$ cat src/design/assert_macros.svh
// Assertion macros used by the datapath
`ifndef ASSERT_MACROS_SVH
`define ASSERT_MACROS_SVH
`ifndef SYNTHESIS
`define ASSERT_ALWAYS(lbl, clk, rst_n, prop) \
	lbl: assert property (@(posedge clk) disable iff (!rst_n) (prop)) \
		else $error("assertion failed");
`define ASSERT_NEVER(lbl, clk, rst_n, cond) \
	lbl: assert property (@(posedge clk) disable iff (!rst_n) !(cond)) \
		else $error("forbidden condition seen");
`else
`define ASSERT_ALWAYS(lbl, clk, rst_n, prop)
`define ASSERT_NEVER(lbl, clk, rst_n, cond)
`endif
`endif

$ cat src/design/tsk_pkg.sv
// Shared constants, types and command/status structs of the topological sort core
package tsk_pkg;

	localparam int MAX_NODES = 64;
	localparam int MAX_EDGES = 4096;
	localparam int NODE_W    = 7;
	localparam int NODE_AW   = $clog2(MAX_NODES);
	localparam int EDGE_AW   = $clog2(MAX_EDGES);
	localparam int EDGE_CW   = EDGE_AW + 1;
	localparam int DEG_W     = EDGE_CW;
	localparam int QCNT_W    = NODE_AW + 1;

	typedef enum logic {
		OP_ADD = 1'b0,
		OP_RUN = 1'b1
	} op_t;

	typedef enum logic [3:0] {
		ST_IDLE,
		ST_SEED,
		ST_SEED_DRAIN,
		ST_POP,
		ST_NODE,
		ST_LIST,
		ST_EDGE_RD,
		ST_EDGE_WAIT,
		ST_EDGE_DEG,
		ST_EMIT_RD,
		ST_EMIT_OUT
	} state_t;

	typedef struct packed {
		logic load_accept;
		logic run_start;
		logic seed_issue;
		logic pop_issue;
		logic node_latch;
		logic list_latch;
		logic edge_latch;
		logic deg_update;
		logic emit_begin;
		logic emit_next;
		logic clear_graph;
	} cmd_t;

	typedef struct packed {
		logic seed_done;
		logic queue_empty;
		logic list_nonempty;
		logic edge_end;
		logic emit_zero;
		logic emit_last;
	} stat_t;

endpackage

$ cat src/design/tsk_ctrl.sv
// Controller state machine sequencing edge loads, the sort run and result emission
module tsk_ctrl
	import tsk_pkg::*;
(
	input  logic  clk,
	input  logic  arst_n,
	input  logic  in_valid,
	output logic  in_ready,
	input  logic  opcode,
	output logic  out_valid,
	input  logic  out_ready,
	input  stat_t stat,
	output cmd_t  cmd
);

	state_t state_q;
	state_t state_d;
	logic   accept;

	always_ff @(posedge clk or negedge arst_n) begin
		if (!arst_n) begin
			state_q <= ST_IDLE;
		end else begin
			state_q <= state_d;
		end
	end

	always_comb begin
		state_d = state_q;
		case (state_q)
			ST_IDLE: begin
				if (in_valid && opcode == OP_RUN) begin
					state_d = ST_SEED;
				end
			end
			ST_SEED: begin
				if (stat.seed_done) begin
					state_d = ST_SEED_DRAIN;
				end
			end
			ST_SEED_DRAIN: state_d = ST_POP;
			ST_POP: begin
				if (!stat.queue_empty) begin
					state_d = ST_NODE;
				end else if (stat.emit_zero) begin
					state_d = ST_EMIT_OUT;
				end else begin
					state_d = ST_EMIT_RD;
				end
			end
			ST_NODE: state_d = ST_LIST;
			ST_LIST: state_d = stat.list_nonempty ? ST_EDGE_RD : ST_POP;
			ST_EDGE_RD: state_d = ST_EDGE_WAIT;
			ST_EDGE_WAIT: state_d = ST_EDGE_DEG;
			ST_EDGE_DEG: state_d = stat.edge_end ? ST_POP : ST_EDGE_RD;
			ST_EMIT_RD: state_d = ST_EMIT_OUT;
			ST_EMIT_OUT: begin
				if (out_ready) begin
					state_d = stat.emit_last ? ST_IDLE : ST_EMIT_RD;
				end
			end
			default: state_d = ST_IDLE;
		endcase
	end

	always_comb begin
		in_ready        = (state_q == ST_IDLE);
		accept          = in_valid && in_ready;
		out_valid       = (state_q == ST_EMIT_OUT);
		cmd             = '0;
		cmd.load_accept = accept && (opcode == OP_ADD);
		cmd.run_start   = accept && (opcode == OP_RUN);
		case (state_q)
			ST_SEED: cmd.seed_issue = !stat.seed_done;
			ST_POP: begin
				cmd.pop_issue  = !stat.queue_empty;
				cmd.emit_begin = stat.queue_empty;
			end
			ST_NODE: cmd.node_latch = 1'b1;
			ST_LIST: cmd.list_latch = stat.list_nonempty;
			ST_EDGE_WAIT: cmd.edge_latch = 1'b1;
			ST_EDGE_DEG: cmd.deg_update = 1'b1;
			ST_EMIT_OUT: begin
				cmd.emit_next   = out_ready && !stat.emit_last;
				cmd.clear_graph = out_ready && stat.emit_last;
			end
			default: ;
		endcase
	end

endmodule

$ cat config.mk
export PLATFORM = sky130hd
export DESIGN_NAME = tsk_ctrl
export DESIGN_NICKNAME = d
export VERILOG_FILES = /design/src/design/assert_macros.svh /design/src/design/tsk_pkg.sv /design/src/design/tsk_ctrl.sv
export SDC_FILE = /design/constraint.sdc
export NUM_CORES = 1
export LEC_CHECK = 0
export BUFFER_PORTS_ARGS = -buffer_cell sky130_fd_sc_hd__buf_2
export CAP_MARGIN = 15
export CORE_AREA = 4 4 41 43
export DETAILED_ROUTE_END_ITERATION = 8
export DIE_AREA = 0 0 45 47
export PLACE_DENSITY = 0.75
export REMOVE_ABC_BUFFERS = 1
export SYNTH_ARGS = -nofsm -noshare
export SYNTH_HDL_FRONTEND = slang
export SYNTH_SLANG_ARGS = --single-unit
$ cat constraint.sdc
create_clock -name clk -period 2.2 [get_ports clk]
set_clock_uncertainty 0.1 [all_clocks]
set_input_delay 0.11 -clock clk [delete_from_list [all_inputs] [get_ports clk]]
set_output_delay 0.11 -clock clk [all_outputs]
set_load 0.02 [all_outputs]
==> run_results.csv <==
group,metric,value,unit
logic_synthesis,synth-seq-cells,4,
die,die_y,47,um
timing,timing.final.crit_share,90.2,%
logic_synthesis,synth-simple-area-share,46.0,%
clock_tree,cts_htree_levels,1,
pwr,p_per_area,1360,nW/um2
detailed_routing,drc,0,
detailed_routing,finalWirelength,1290,um
global_routing,grt_first_pass_wirelength,2080,um
logic_synthesis,yosysSeqAreaShare,21.8,%
worst_setup_path,max_stage_delay,0.55,ns
logic_synthesis,synth.area.top_cells,"dfrtp_1, nor2_1, nor4b_4",
detailed_routing,drt_initial_violations,9,
logic_synthesis,synthesis.area_per_instance,8.06,um2
logic_synthesis,synthAdderAreaFrac,0,%
global_routing,grt.overflow.total,0,
clock_tree,cts_root_buf,"clkbuf_4",
final_layout,antenna-diode-count,0,
place,post-place-ws,0.458,ns
detailed_routing,drt.antenna.violating_nets,0,
job,maxCapViolations,0,
outcome,result_of_the_run,"finished clean",
place,place.gp.congestion,0.863,
clock_tree,clock-sinks,4,
logic_synthesis,synthesis.yosys.warnings,0,
detailed_routing,number_of_iterations_in_the_first_detailed_routing_pass,4,
logic_synthesis,netlist.area_leader.share,21.8,%
global_routing,grt_antenna_before_repair,0,
worst_setup_path,worstSetupStartpointType,"register",
die,die_area,2120,um2
global_routing,track_usage,13.9,%
die,io_pins,24,
timing,final.min_clock_period,1.98,ns
final_layout,largest_register,"state_q",
final_layout,final_util,46.8,%
timing,worst_slew_pin_slew,0.501,ns
final_layout,final-instance-count-excl-fill,97,
pwr,fin_total_pwr,832,uW
pwr,worst_ir_drop_vdd,0.581,mV
worst_setup_path,worstPathArrival,1.77,ns
timing,timing_max_transition_violations_final,0,
pwr,p_leak,0.000324,uW
final_layout,syn_to_layout_area_delta,32.7,%
worst_setup_path,cp_cell_sequence,"nor2b_2 -> or4b_4 -> inv_1 -> buf_2",
die,core.rowCount,13,
logic_synthesis,area_fraction_in_compound_gates_after_synthesis,22.1,%
logic_synthesis,cells_after_synthesis,57,
clock_tree,cts_resized,0,
worst_setup_path,critPathMaxFanout,13,
timing,timing.final.ws_setup,0.215,ns
place,post_detailed_placement_half_perimeter_wirelength,1010,um
worst_setup_path,crit_path_top_delay_cell,"dfrtp_1",
global_routing,pin_count_of_the_biggest_net_entering_global_routing,14,
place,place.detailed.instances,93,
timing,hold_violations_final,0,
worst_setup_path,timing.setup.critical_path_class,"reg -> out",
final_layout,nets_final,95,
die,die_width,45,um
timing,grt_setup_unrepaired,"no",
final_layout,drive_gt1_share,40.2,%
clock_tree,clk_pin_slew,0.04,ns
final_layout,fillers,159,
final_layout,layout_top_registers,"state_q x4",
place,placement.io_buffers,23,
clock_tree,postCtsSetupRepairBufs,0,
clock_tree,cts_tree,"done",
logic_synthesis,combinational_family_with_the_most_area_after_synthesis,"simple AND/OR/NAND/NOR gates",
timing,setup-tns-final,0,ns
detailed_routing,detail_route.wl_per_cell,13.3,um
worst_setup_path,worstPathBufferInverterCount,2,
clock_tree,cts_max_path_buffers,2,
clock_tree,cts_buffers,3,
die,coreArea,1300,um2
worst_hold_path,worst_hold_path_type,"in -> async",
worst_setup_path,family_with_the_most_delay_on_the_worst_path,"simple AND/OR/NAND/NOR gates",
logic_synthesis,post_synth_xor_area_fraction,0,%
logic_synthesis,synth_largest_area_cell,"dfrtp_1",
timing,slew_headroom,66.6,%
worst_setup_path,cp.required,1.99,ns
logic_synthesis,syn-cell-area,459,um2
detailed_routing,vias,531,
logic_synthesis,synth_mux_area_share,0,%
timing,setup_viol_count_final,0,
logic_synthesis,synth_cell_type_count,32,
die,start_util,35.3,%
timing,max_freq,0.504,GHz
global_routing,first_global_vias,478,
detailed_routing,detail_route.vias_per_cell,5.47,
final_layout,number_of_flip_flops_in_the_largest_register,4,
clock_tree,worst_skew_pair.late_latency,0.24,ns
worst_setup_path,endpoint_kind_of_the_worst_setup_timing_path,"output pin",
cell usage in the layout (no fill, tap or decap), drive strengths merged, types with 2 or more instances in the layout:
cell,n
o21ai,2
a211oi,2
nand2,6
nor2b,2
dfrtp,4
clkbuf,3
nand2b,3
and3,2
inv,4
o32ai,2
nor3,2
nor4,2
a21oi,2
nor2,8
buf,25
through the flow:
| step | area [um2] | hold WS [ns] |
|---|---|---|
| final | 609 | 0.0976 |
| after global routing | 609 | 0.0930 |
| after CTS | 609 | 0.0981 |
| after detailed placement | 577 | -0.182 |
| after global placement | 577 | -0.182 |
| after floorplan | 428 | -0.286 |
cell families (layout without fill, tap and decap cells):
family | Yosys count | in the layout
buf+inv | 8 | 33
flops | 4 | 4
compound gates | 14 | 14
simple gates | 31 | 31
repair_timing:
item	in CTS	in global routing
endpoints found under the hold margin	4	0
endpoints found under the setup margin	0	0
hold buffers	1	0
metal layers:
layer	wire length [um]	vias up	track usage [%]
li1	-	257	-
met1	571	243	16.7
met2	581	26	21.2
met3	92	5	3.83
met4	44	0	10.5
met5	0	-	0
where the power goes:
group          total, uW  internal (uW)  switching (uW)
clock               93.9           61.2            32.7
sequential           198            110            88.1
combinational        540            238             302
path summary, 6_finish.rpt:
check	from	endpoint	slack, ns	cells past startpoint
max in group asynchronous	arst_n	state_q[2]	1.78	2
max	state_q[1]	cmd[8]	0.22	4
min	arst_n	state_q[0]	0.1	2
min in group clk	stat[5]	state_q[0]	0.10	3
min reg2reg	state_q[3]	state_q[3]	0.55	1
max reg2reg	state_q[1]	state_q[1]	0.44	3
layout make-up:
cell class	instances	area [um2]	area share, %
repair buffers	26	140	23.0
flip-flops and latches	4	100	16.4
clock buffers	3	22.5	3.70
inverters	4	15.0	2.46
well taps	15	18.8	3.08
multi-input cells	45	313	51.3
cell usage after synthesis:
cell type	number
a211oi_1	2
nor3_1	2
inv_1	4
nor2b_1	1
a21oi_1	2
a21o_1	1
or3_1	1
and2b_1	1
o32ai_1	2
a31oi_1	1
nor4_4	1
nor4b_4	1
and3_1	2
nand2_4	1
or4b_4	1
a32o_1	1
buf_2	1
nor2_1	8
dfrtp_1	4
nor2b_2	1
o21ai_1	1
a22oi_1	1
or2b_1	1
buf_6	1
buf_4	2
a32oi_1	1
o31a_1	1
nand2b_1	3
o21ai_0	1
nor4_1	1
nand2_1	5
or3b_1	1
No activity file was read; power rests on OpenSTA's default activity.
